<file path="src/serial_boot_frame_loader_assert.svh">
// Assertion shorthands; clock clk, reset arst_n in the including module.
`ifndef SERIAL_BOOT_FRAME_LOADER_ASSERT_SVH
`define SERIAL_BOOT_FRAME_LOADER_ASSERT_SVH

// same-cycle implication
`define SBFL_ASSERT_NOW(lbl, ante, cons) \
	lbl: assert property (@(posedge clk) disable iff (!arst_n) (ante) |-> (cons)) \
		else $error("sbfl assertion failed");

// next-cycle implication
`define SBFL_ASSERT_NEXT(lbl, ante, cons) \
	lbl: assert property (@(posedge clk) disable iff (!arst_n) (ante) |=> (cons)) \
		else $error("sbfl assertion failed");

`endif

</file>
<file path="src/sbfl_pkg.sv">
package sbfl_pkg;

	localparam int unsigned ADDR_WIDTH = 32;

	localparam logic [31:0] START_RESET = 32'h0000_0800;

	localparam logic [7:0] CHAR_NL   = 8'h0A;
	localparam logic [7:0] CHAR_SYNC = 8'h24; // '$'
	localparam logic [7:0] CHAR_ACK  = 8'h41; // 'A'
	localparam logic [7:0] CHAR_NAK  = 8'h21; // '!'
	localparam logic [7:0] CHAR_RUN  = 8'h52; // 'R'

	localparam logic [7:0] CHECK_RUN = 8'hFF;

	localparam int unsigned FRAME_STORED = 5;
	localparam logic [2:0]  POS_LAST     = 3'd5;

	typedef struct packed {
		logic        good;
		logic        run;
		logic [31:0] word;
	} frame_res_t;

endpackage

</file>
<file path="src/sbfl_frame_chk.sv">
module sbfl_frame_chk
	import sbfl_pkg::*;
(
	input  logic [7:0] fb [FRAME_STORED],
	input  logic [7:0] last_byte,
	output frame_res_t res
);

	// x/6 for x < 1024 as (x * 683) >> 12
	localparam logic [9:0] RECIP6 = 10'd683;

	logic [9:0]  sum;
	logic [19:0] prod;
	logic [7:0]  check;

	assign sum   = {2'b00, fb[0]} + {2'b00, fb[1]} + {2'b00, fb[2]} + {2'b00, fb[3]};
	assign prod  = sum * RECIP6;
	assign check = prod[19:12];

	assign res.word = {fb[3], fb[2], fb[1], fb[0]};
	assign res.good = (fb[4] == check) && (last_byte == CHAR_NL);
	assign res.run  = (res.word == 32'd0) && (fb[4] == CHECK_RUN);

endmodule

</file>
<file path="src/serial_boot_frame_loader.sv">
// Serial boot frame loader.
// Input channel: rx_valid / rx_stall carry one received serial byte (rx_byte) per beat.
// Output channel: reply_valid / reply_stall carry result beats: reply_byte to send,
// an optional memory word write (write_enable, write_address, write_data), jump_request
// and last, which marks the final beat caused by one input byte.
// start_address is loaded through start_address_we; write it only while idle.
// A byte is registered in the input stage on acceptance and decoded there; its
// first result beat is registered in the output register and shown from it.
// Throughput: one byte per cycle while the output is not stalled; the only two-beat
// case ('R' then newline) holds the input while the single output register and one pending slot send the newline.
// Bytes that cause no result pass through without occupying the output.
// Reset: waits for a sync newline, address reloads from start_address (0x800 at reset).
// A stall from the receiver holds the output beat; the input stage then fills and
// rx_stall rises, so nothing is lost or repeated.
module serial_boot_frame_loader
	import sbfl_pkg::*;
(
	input  logic        clk,
	input  logic        arst_n,
	input  logic        start_address_we,
	input  logic [31:0] start_address,
	input  logic        rx_valid,
	output logic        rx_stall,
	input  logic [7:0]  rx_byte,
	output logic        reply_valid,
	input  logic        reply_stall,
	output logic [7:0]  reply_byte,
	output logic        write_enable,
	output logic [31:0] write_address,
	output logic [31:0] write_data,
	output logic        jump_request,
	output logic        last
);

`include "serial_boot_frame_loader_assert.svh"

	typedef enum logic [1:0] {
		PH_SYNC = 2'd0,
		PH_LOAD = 2'd1,
		PH_DONE = 2'd2
	} phase_t;

	// config
	logic [31:0] start_q;

	// input stage
	logic       rx_valid_s1;
	logic [7:0] rx_byte_s1;

	// decode state
	phase_t                phase_q, phase_n;
	logic [2:0]            pos_q, pos_n;
	logic [ADDR_WIDTH-1:0] addr_q, addr_n;
	logic [7:0]            fb_q [FRAME_STORED];

	// output register and second-beat slot
	logic        out_valid_q;
	logic [7:0]  reply_q;
	logic        we_q;
	logic [31:0] waddr_q;
	logic [31:0] wdata_q;
	logic        jump_q;
	logic        last_q;
	logic        pend_q;

	frame_res_t chk;

	// result of decoding the byte in s1
	logic        has_res;
	logic        res_pend;
	logic [7:0]  res_reply;
	logic        res_we;
	logic [31:0] res_addr;
	logic [31:0] res_data;
	logic        res_last;
	logic        fb_we;

	logic can_take;
	logic adv;

	sbfl_frame_chk u_chk (
		.fb        (fb_q),
		.last_byte (rx_byte_s1),
		.res       (chk)
	);

	// output slot frees when empty or taken this cycle; the pending newline goes first
	assign can_take = !out_valid_q || !reply_stall;
	assign adv      = rx_valid_s1 && !pend_q && can_take;
	assign rx_stall = rx_valid_s1 && !adv;

	always_comb begin
		phase_n   = phase_q;
		pos_n     = pos_q;
		addr_n    = addr_q;
		has_res   = 1'b0;
		res_pend  = 1'b0;
		res_reply = CHAR_NAK;
		res_we    = 1'b0;
		res_addr  = 32'd0;
		res_data  = 32'd0;
		res_last  = 1'b1;
		fb_we     = 1'b0;
		unique case (phase_q)
			PH_SYNC: begin
				if (rx_byte_s1 == CHAR_NL) begin
					phase_n   = PH_LOAD;
					pos_n     = 3'd0;
					addr_n    = start_q[ADDR_WIDTH-1:0];
					has_res   = 1'b1;
					res_reply = CHAR_SYNC;
				end
			end
			PH_LOAD: begin
				if (pos_q != POS_LAST) begin
					fb_we = 1'b1;
					pos_n = pos_q + 3'd1;
				end else begin
					pos_n   = 3'd0;
					has_res = 1'b1;
					priority if (chk.good) begin
						res_reply = CHAR_ACK;
						res_we    = 1'b1;
						res_addr  = 32'(addr_q);
						res_data  = chk.word;
						addr_n    = addr_q + ADDR_WIDTH'(4);
					end else if (chk.run) begin
						res_reply = CHAR_RUN;
						res_last  = 1'b0;
						res_pend  = 1'b1;
						phase_n   = PH_DONE;
					end else begin
						res_reply = CHAR_NAK;
					end
				end
			end
			default: begin
				// finished (and the unused code): bytes are dropped
			end
		endcase
	end

	always_ff @(posedge clk or negedge arst_n) begin
		if (!arst_n) begin
			start_q <= START_RESET;
		end else if (start_address_we) begin
			start_q <= start_address;
		end
	end

	always_ff @(posedge clk or negedge arst_n) begin
		if (!arst_n) begin
			rx_valid_s1 <= 1'b0;
		end else if (!rx_stall) begin
			rx_valid_s1 <= rx_valid;
		end
	end

	always_ff @(posedge clk) begin
		if (rx_valid && !rx_stall) begin
			rx_byte_s1 <= rx_byte;
		end
		if (adv && fb_we) begin
			fb_q[pos_q] <= rx_byte_s1;
		end
	end

	always_ff @(posedge clk or negedge arst_n) begin
		if (!arst_n) begin
			phase_q     <= PH_SYNC;
			pos_q       <= 3'd0;
			addr_q      <= START_RESET[ADDR_WIDTH-1:0];
			out_valid_q <= 1'b0;
			reply_q     <= 8'd0;
			we_q        <= 1'b0;
			waddr_q     <= 32'd0;
			wdata_q     <= 32'd0;
			jump_q      <= 1'b0;
			last_q      <= 1'b0;
			pend_q      <= 1'b0;
		end else begin
			if (adv) begin
				phase_q <= phase_n;
				pos_q   <= pos_n;
				addr_q  <= addr_n;
			end
			if (can_take) begin
				priority if (pend_q) begin
					out_valid_q <= 1'b1;
					reply_q     <= CHAR_NL;
					we_q        <= 1'b0;
					waddr_q     <= 32'd0;
					wdata_q     <= 32'd0;
					jump_q      <= 1'b1;
					last_q      <= 1'b1;
					pend_q      <= 1'b0;
				end else if (adv && has_res) begin
					out_valid_q <= 1'b1;
					reply_q     <= res_reply;
					we_q        <= res_we;
					waddr_q     <= res_addr;
					wdata_q     <= res_data;
					jump_q      <= 1'b0;
					last_q      <= res_last;
					pend_q      <= res_pend;
				end else begin
					out_valid_q <= 1'b0;
				end
			end
		end
	end

	assign reply_valid   = out_valid_q;
	assign reply_byte    = reply_q;
	assign write_enable  = we_q;
	assign write_address = waddr_q;
	assign write_data    = wdata_q;
	assign jump_request  = jump_q;
	assign last          = last_q;

	`SBFL_ASSERT_NOW(a_pend_behind_out, pend_q, out_valid_q)
	`SBFL_ASSERT_NOW(a_run_has_pend, out_valid_q && (reply_q == CHAR_RUN), pend_q && !last_q)
	`SBFL_ASSERT_NOW(a_jump_is_nl, out_valid_q && jump_q, (reply_q == CHAR_NL) && last_q)
	`SBFL_ASSERT_NOW(a_write_is_ack, out_valid_q && we_q, reply_q == CHAR_ACK)
	`SBFL_ASSERT_NEXT(a_done_stays, phase_q == PH_DONE, phase_q == PH_DONE)

endmodule

</file>
<file path="config.mk">
export PLATFORM = sky130hd
export DESIGN_NAME = serial_boot_frame_loader
export DESIGN_NICKNAME = d
export VERILOG_FILES = /design/src/sbfl_pkg.sv /design/src/sbfl_frame_chk.sv /design/src/serial_boot_frame_loader.sv
export VERILOG_INCLUDE_DIRS = /design/src /design/src/src
export SDC_FILE = /design/constraint.sdc
export NUM_CORES = 1
export LEC_CHECK = 0
export BUFFER_PORTS_ARGS = -buffer_cell sky130_fd_sc_hd__buf_4
export CORE_ASPECT_RATIO = 2
export CORE_UTILIZATION = 45
export CTS_BUF_LIST = sky130_fd_sc_hd__clkbuf_2
export DETAILED_ROUTE_END_ITERATION = 10
export PLACE_DENSITY = 0.63
export RECOVER_POWER = 25
export SLEW_MARGIN = 20
export SYNTH_ARGS = -nofsm -noshare
export SYNTH_HDL_FRONTEND = slang
export SYNTH_SLANG_ARGS = --single-unit
</file>
<file path="constraint.sdc">
create_clock -name clk -period 11.1 [get_ports clk]
set_input_delay 2.22 -clock clk [delete_from_list [all_inputs] [get_ports clk]]
set_output_delay 2.22 -clock clk [all_outputs]
set_load 0.005 [all_outputs]
</file>
==> impl_results.md, run 1 <==
* Die span in y at 221.3 um
* Max Cap Viol at 1
* RSZ-0062 raised after global routing: false
* Crit-path slowest cell: nor4_1
* # DRC at 2
* Number of buffers added on ports at 120
* Async SR Flop Fraction at 0.7513
* Mux share of post-synthesis cell area at 0.03331
* Grt total ovfl at 0
* First-pass GRT wire length at 46.13 mm
* Setup_tns at 0 ns
* Min Tclk post-route at 9.224 ns
* Met2 Use GR at 0.4564
* Detailed placement HPWL at 22.25 mm
* CTS buffer count at 17
* Site Rows at 79
* Mean Syn Cell Area at 10.95 um2
* GRT Util Overall at 0.2426
* Io pins at 122
* Min-Delay Path Class: reg -> reg
* Worst slew pin tran at 3.705 ns
* Fraction of the mapped netlist area in adder cells at 0.1420
* Core Area at 0.02343 mm2
* Area contributors post-synth: dfrtp_1 33%, edfxtp_1 13%, ha_1 9.0%
* Initial Util at 0.4618
* GR Layer Usage met1 at 0.2445
* Synth Area in Compound Gates at 0.1650
* Clk_skew at 0.05784 ns
* Critical Path RT at 11.84 ns
* # setup viols final at 0
* DRT Wirelength at 28.69 mm
* Synth Flop Type: dfrtp_1
* Met3 GRT Util at 0.03259
* Vias/cell at 5.835
* Worst rel slew slack at -1.470
* Fmax at 0.1084 GHz
* Fin. Hold Viols at 0
* Xor and xnor area share after synthesis at 0.02475
* Area grow syn2layout at 13.35%
* Seq/Total Area, Yosys at 0.4688
* DRT antenna net count at 0
* Die area at 0.02470 mm2
* Drt first pass iters at 8
* Clk sinks at 193
* CP delay by family, top: adder cells
* Max-slew violations at 69
* Post-CTS resize count at 0
* # hold bufs at CTS at 0
* Max stage delay on crit path at 0.99 ns
* Number of global-route vias before repair at 8549
* First-iteration detailed-routing DRC count at 408
* CP startpoint kind: register
* FF+latch count, synth at 193
* Failing checks: DRC, capacitance limit, slew limit
* WP buf/inv at 5
* CP Capture Type: register
* Layout Nets at 1241
* Syn Std Cell Area at 0.01082 mm2
* Max clock buf depth at 2
* Setup Buffers After CTS at 0
* Core Util, Final at 0.5235
* Mapped Nets at 1139
* Clk_lat worst skew at 0.81 ns
* CTS tree: done
* Routability cong. at 0.9113
* Root Driver: clkbuf_2
* Layout cells sized above 1 at 0.1886
* Share of the synthesized area in the top cell type at 0.3308
* Initial antenna violation count at 1
* Final Cycle Share at 0.8310
* Outcome: complete, but fails checks
* Post-Synthesis Cells at 988
* Synth warnings at 0
* Count of cell types in the netlist at 70
* CTS H-tree depth at 4
* Synth Area in Simple Gates at 0.1156
* CP Class: reg -> reg
* EDFF count, synth at 48
* Min Hold Slack at 0.5105 ns
* Die W at 111.6 um
* Worst Path Arrival at 9.97 ns
* WL/cell at 20.69 um
* Filler Cell Count at 2122
* Clock-pin slew on the worst setup and hold paths at 0.29 ns
* Largest net degree at the start of global routing at 79
* Largest family of logic cells by synthesized area: compound AO/OA/AOI/OAI gates
* Vias at 8093
* Synth area leader: dfrtp_1
* Critical Path Fanout Max at 24
* Gr busiest metal: met2
metrics by stage:
stage                     cell area (um2)  setup WS, ns  cells
final                               12260         1.876   1387
after global routing                12260         1.187   1387
after CTS                           12260         1.910   1386
after detailed placement            12010         1.978   1354
after global placement              12010         2.112   1354
after floorplan                     10820         3.368    988
cell families (layout without fill, tap and decap cells):
family	Yosys count	after routing
AO/OA/AOI/OAI	249	249
AND/OR/NAND/NOR	237	237
XOR/XNOR	29	29
other	1	2
multiplexers	32	32
flip-flops	193	193
adder cells (fa/ha/maj)	106	106
buffers and inverters	141	256
worst register-to-register path, delay by kind of cell (launching register included):
kind	cells	cell delay [ns]
fa+ha+maj	10	3.74
simple gates	5	2.08
compound gates	9	1.82
xor+xnor	2	0.77
flops	1	0.46
buf+inv	5	0.27
final timing paths:
path,start,endpoint,slack [ns],depth (start not counted)
worst max-delay path,fb_q[24],addr_q[31],1.88,31
worst min register to register,addr_q[0],addr_q[0],0.51,2
min in group asynchronous,arst_n,start_q[1],2.63,1
worst max register to register,fb_q[24],addr_q[31],1.88,31
max in group asynchronous,arst_n,reply_byte[3],6.33,2
worst min-delay path,addr_q[0],addr_q[0],0.51,2
sequential cells by signal (all words and copies together), names as in the netlist:
register       cells
fb_q              40
reply_byte         7
write_enable       1
pos_q              3
start_q           32
rx_byte_s1         8
write_data        32
reply_valid        1
phase_q            2
rx_valid_s1        1
pend_q             1
last               1
addr_q            32
write_address     32
layout make-up:
class	count	area [um2]	share of cell area
tap	283	354.1	0.02887
multi-input combinational	654	5274	0.4301
clock buffer	18	90.09	0.007346
sequential	193	5072	0.4136
timing repair buffer	129	957.2	0.07805
antenna	1	2.502	0.0002041
inverter	95	356.6	0.02908
clock inverter	14	156.4	0.01275
layout by cell type (no fill, tap or decap), types with 4 or more instances in the layout:
master / netlist / layout
a211oi_1: 11 / 11
a21o_1: 11 / 11
a21oi_1: 59 / 59
a22o_1: 65 / 65
a2bb2oi_1: 4 / 4
a31oi_1: 7 / 7
and2_1: 6 / 6
and3_1: 9 / 9
buf_4: 2 / 119
clkbuf_1: 29 / 4
clkbuf_2: 0 / 18
clkbuf_4: 0 / 5
dfrtp_1: 143 / 143
edfxtp_1: 48 / 48
fa_1: 28 / 28
ha_1: 78 / 78
inv_1: 95 / 95
mux2_2: 32 / 32
nand2_1: 53 / 53
nand2b_1: 6 / 6
nand3_1: 23 / 23
nand4_1: 12 / 12
nor2_1: 53 / 51
nor3_1: 17 / 16
nor4_1: 20 / 20
nor4b_1: 7 / 5
o211ai_1: 5 / 5
o21a_1: 5 / 5
o21ai_0: 28 / 28
o21bai_1: 6 / 6
o22ai_1: 4 / 4
o31ai_1: 7 / 6
o41ai_1: 5 / 5
or3_1: 6 / 6
or4_1: 5 / 5
xnor2_1: 15 / 14
xor2_1: 13 / 13
synthesized netlist by cell type, types with 6 or more instances:
| library cell | number |
|---|---|
| a211oi_1 | 11 |
| mux2_2 | 32 |
| nor2_1 | 53 |
| or3_1 | 6 |
| ha_1 | 78 |
| nor4_1 | 20 |
| and2_1 | 6 |
| and3_1 | 9 |
| fa_1 | 28 |
| dfrtp_1 | 143 |
| edfxtp_1 | 48 |
| o21ai_0 | 28 |
| xnor2_1 | 15 |
| nand4_1 | 12 |
| a31oi_1 | 7 |
| xor2_1 | 13 |
| buf_1 | 11 |
| nor3_1 | 17 |
| nand2_1 | 53 |
| inv_1 | 95 |
| nor4b_1 | 7 |
| nand3_1 | 23 |
| a21oi_1 | 59 |
| a22o_1 | 65 |
| clkbuf_1 | 29 |
| nand2b_1 | 6 |
| a21o_1 | 11 |
| o31ai_1 | 7 |
| o21bai_1 | 6 |
routing by layer:
| metal | up-vias | part of all wire |
|---|---|---|
| met5 | - | 0 |
| li1 | 3833 | - |
| met3 | 81 | 0.027 |
| met4 | 0 | 0.066 |
| met2 | 214 | 0.56 |
| met1 | 3965 | 0.35 |
Power of run 1 is left out: the tool's default activity adds up to more than one toggle a clock period on the data nets, which glitch-free logic cannot reach.
==> inputs of run 2 (changes only) <==
PLACE_DENSITY = 0.65   (was 0.63)
clock period = 7.5 ns   (was 11.1 ns; I/O delays follow)
==> impl_results.md, run 2 (same netlist as run 1, synthesis figures left out) <==
* Layout Nets at 1359 (was 1241)
* Crit-path slowest cell: or4_4 (was nor4_1)
* WL/cell at 21.34 um (was 20.69 um)
* Layout cells sized above 1 at 0.3473 (was 0.1886)
* Min-Delay Path Class: reg -> reg (unchanged)
* # setup viols final at 63 (was 0)
* # hold bufs at CTS at 0 (unchanged)
* First-iteration detailed-routing DRC count at 466 (was 408)
* GR Layer Usage met1 at 0.2556 (was 0.2445)
* Grt total ovfl at 0 (unchanged)
* Area grow syn2layout at 31.04% (was 13.35%)
* Setup_tns at -5.689 ns (was 0 ns)
* First-pass GRT wire length at 48.51 mm (was 46.13 mm)
* Vias at 8729 (was 8093)
* Initial antenna violation count at 1 (unchanged)
* Drt first pass iters at 10 (was 8)
* CTS tree: done (unchanged)
* Hold Startpoint: addr_q[11] (was addr_q[0])
* Gr busiest metal: met2 (unchanged)
* Detailed placement HPWL at 23.07 mm (was 22.25 mm)
* Clk sinks at 193 (unchanged)
* Final Non-Filler Cells at 1505 (was 1387)
* Biggest register: fb_q (unchanged)
* Worst rel slew slack at -1.656 (was -1.470)
* Hold EP: addr_q[11] (was addr_q[0])
* Vias/cell at 5.800 (was 5.835)
* RSZ-0062 raised after global routing: true (was false)
* Number of flip-flops in the largest register at 40 (unchanged)
* Commonest cells after routing, fill and taps aside: 213 x buf_4, 143 x dfrtp_1, 88 x inv_1, 65 x a22o_1, 64 x ha_1 (was 143 x dfrtp_1, 119 x buf_4, 95 x inv_1, 78 x ha_1, 65 x a22o_1)
* RR Endpoint: addr_q[7] (was addr_q[31])
* Met2 Use GR at 0.4967 (was 0.4564)
* # DRC at 3 (was 2)
* GRT Util Overall at 0.2566 (was 0.2426)
* Fin. Hold Viols at 0 (unchanged)
* Largest net degree at the start of global routing at 74 (was 79)
* R2R setup slack at -0.34 ns (was 1.88 ns)
* CP startpoint kind: register (unchanged)
* Worst slew pin tran at 3.983 ns (was 3.705 ns)
* WHS Path Cells at 2 (unchanged)
* Final Cycle Share at 1.045 (was 0.8310)
* Critical Path Fanout Max at 6 (was 24)
* Die span in y at 221.3 um (unchanged)
* Fmax at 0.1276 GHz (was 0.1084 GHz)
* Critical Path RT at 8.25 ns (was 11.84 ns)
* Io pins at 122 (unchanged)
* DRT Wirelength at 32.12 mm (was 28.69 mm)
* CP Capture Type: register (unchanged)
* CP Class: reg -> reg (unchanged)
* Placed cells at 1443 (was 1354)
* Core Area at 0.02343 mm2 (unchanged)
* Pre-CTS WS at -0.4390 ns (was 1.978 ns)
* RR Startpoint: fb_q[33] (was fb_q[24])
* Max-slew violations at 74 (was 69)
* Number of global-route vias before repair at 9071 (was 8549)
* Clk_lat worst skew at 0.83 ns (was 0.81 ns)
* Clock-pin slew on the worst setup and hold paths at 0.30 ns (was 0.29 ns)
* Clk_skew at 0.03373 ns (was 0.05784 ns)
* Final worst slack at -0.3378 ns (was 1.876 ns)
* CTS buffer count at 17 (unchanged)
* Outcome: complete, but fails checks (unchanged)
* Max stage delay on crit path at 0.66 ns (was 0.99 ns)
* Max Cap Viol at 1 (unchanged)
* Site Rows at 79 (unchanged)
* Number of buffers added on ports at 120 (unchanged)
* CTS H-tree depth at 4 (unchanged)
* Routability cong. at 0.9187 (was 0.9113)
* Root Driver: clkbuf_2 (unchanged)
* Die W at 111.6 um (unchanged)
* Worst Path Arrival at 8.59 ns (was 9.97 ns)
* DRT antenna net count at 0 (unchanged)
* Min Tclk post-route at 7.838 ns (was 9.224 ns)
* Commonest non-fill, non-tap cell in the layout: buf_4 (was dfrtp_1)
* Die area at 0.02470 mm2 (unchanged)
* Failing checks: DRC, capacitance limit, slew limit, setup timing (was DRC, capacitance limit, slew limit)
* Initial Util at 0.4618 (unchanged)
* Max clock buf depth at 2 (unchanged)
* Met3 GRT Util at 0.03451 (was 0.03259)
* Worst R2R Path Depth at 30 (was 31)
-- run 2: cell types whose count changed in the layout (fill, tap and decap cells not counted), moves of 7 or more --
cell     change
buf_4       +94
a21oi_1     -17
ha_1        -14
a21oi_2     +13
ha_4        +13
o21ai_0     -10
nor4_1       -8
buf_6        +7
inv_1        -7
inv_2        +7
-- run 2: stage by stage --
step | area (um2) | hold slack, ns | utilization
6_report | 14180 | 0.5063 | 0.6052
5_1_grt | 14180 | 0.5419 | 0.6052
4_1_cts | 13560 | 0.5070 | 0.5790
3_5_place_dp | 12820 | 0.4614 | 0.5472
3_3_place_gp | 12820 | 0.4530 | 0.5472
2_1_floorplan | 10920 | 0.4396 | -
-- run 2: worst max path at each step --
stage | endpoint | slack (ns) | startpoint
2_1_floorplan | addr_q[19] | 0.01 | fb_q[24]
3_3_place_gp | addr_q[10] | -0.29 | fb_q[33]
3_5_place_dp | addr_q[20] | -0.44 | fb_q[24]
4_1_cts | addr_q[7] | -0.24 | fb_q[24]
5_1_grt | addr_q[7] | -0.61 | fb_q[33]
6_report | addr_q[7] | -0.34 | fb_q[33]
-- run 2: final cells by class --
class / count / area [um2]
flip-flops and latches: 193 / 5072
repair buffers: 247 / 2096
diodes: 1 / 2.502
multi-input cells: 654 / 6015
clock inverters: 15 / 196.4
inverters: 95 / 356.6
well taps: 283 / 354.1
fillers: 1899 / 9249
clock buffers: 17 / 85.08
-- run 2: metal layers --
layer,share of wire,vias to the layer above
met3,0.028,92
met5,0,-
met4,0.063,0
met2,0.57,241
li1,-,4059
met1,0.34,4337
-- run 2: timing repair --
action / in CTS / in global routing
setup endpoints to repair: 103 / 104
cloned: 1 / 10
pin swaps: 48 / 29
setup buffers: 10 / 8
resized for setup: 72 / 64
-- run 2: worst max-delay path: cells and delay by family, from the launching register on --
family	cells	cell delay, ns
adders and majority gates	9	3.25
AOI/OAI and AO/OA	9	1.82
and+or+nand+nor	6	1.54
DFF	1	0.49
buffers and inverters	4	0.33
xor gates and xnor gates	2	0.32
Power of run 2 is left out for the same reason.
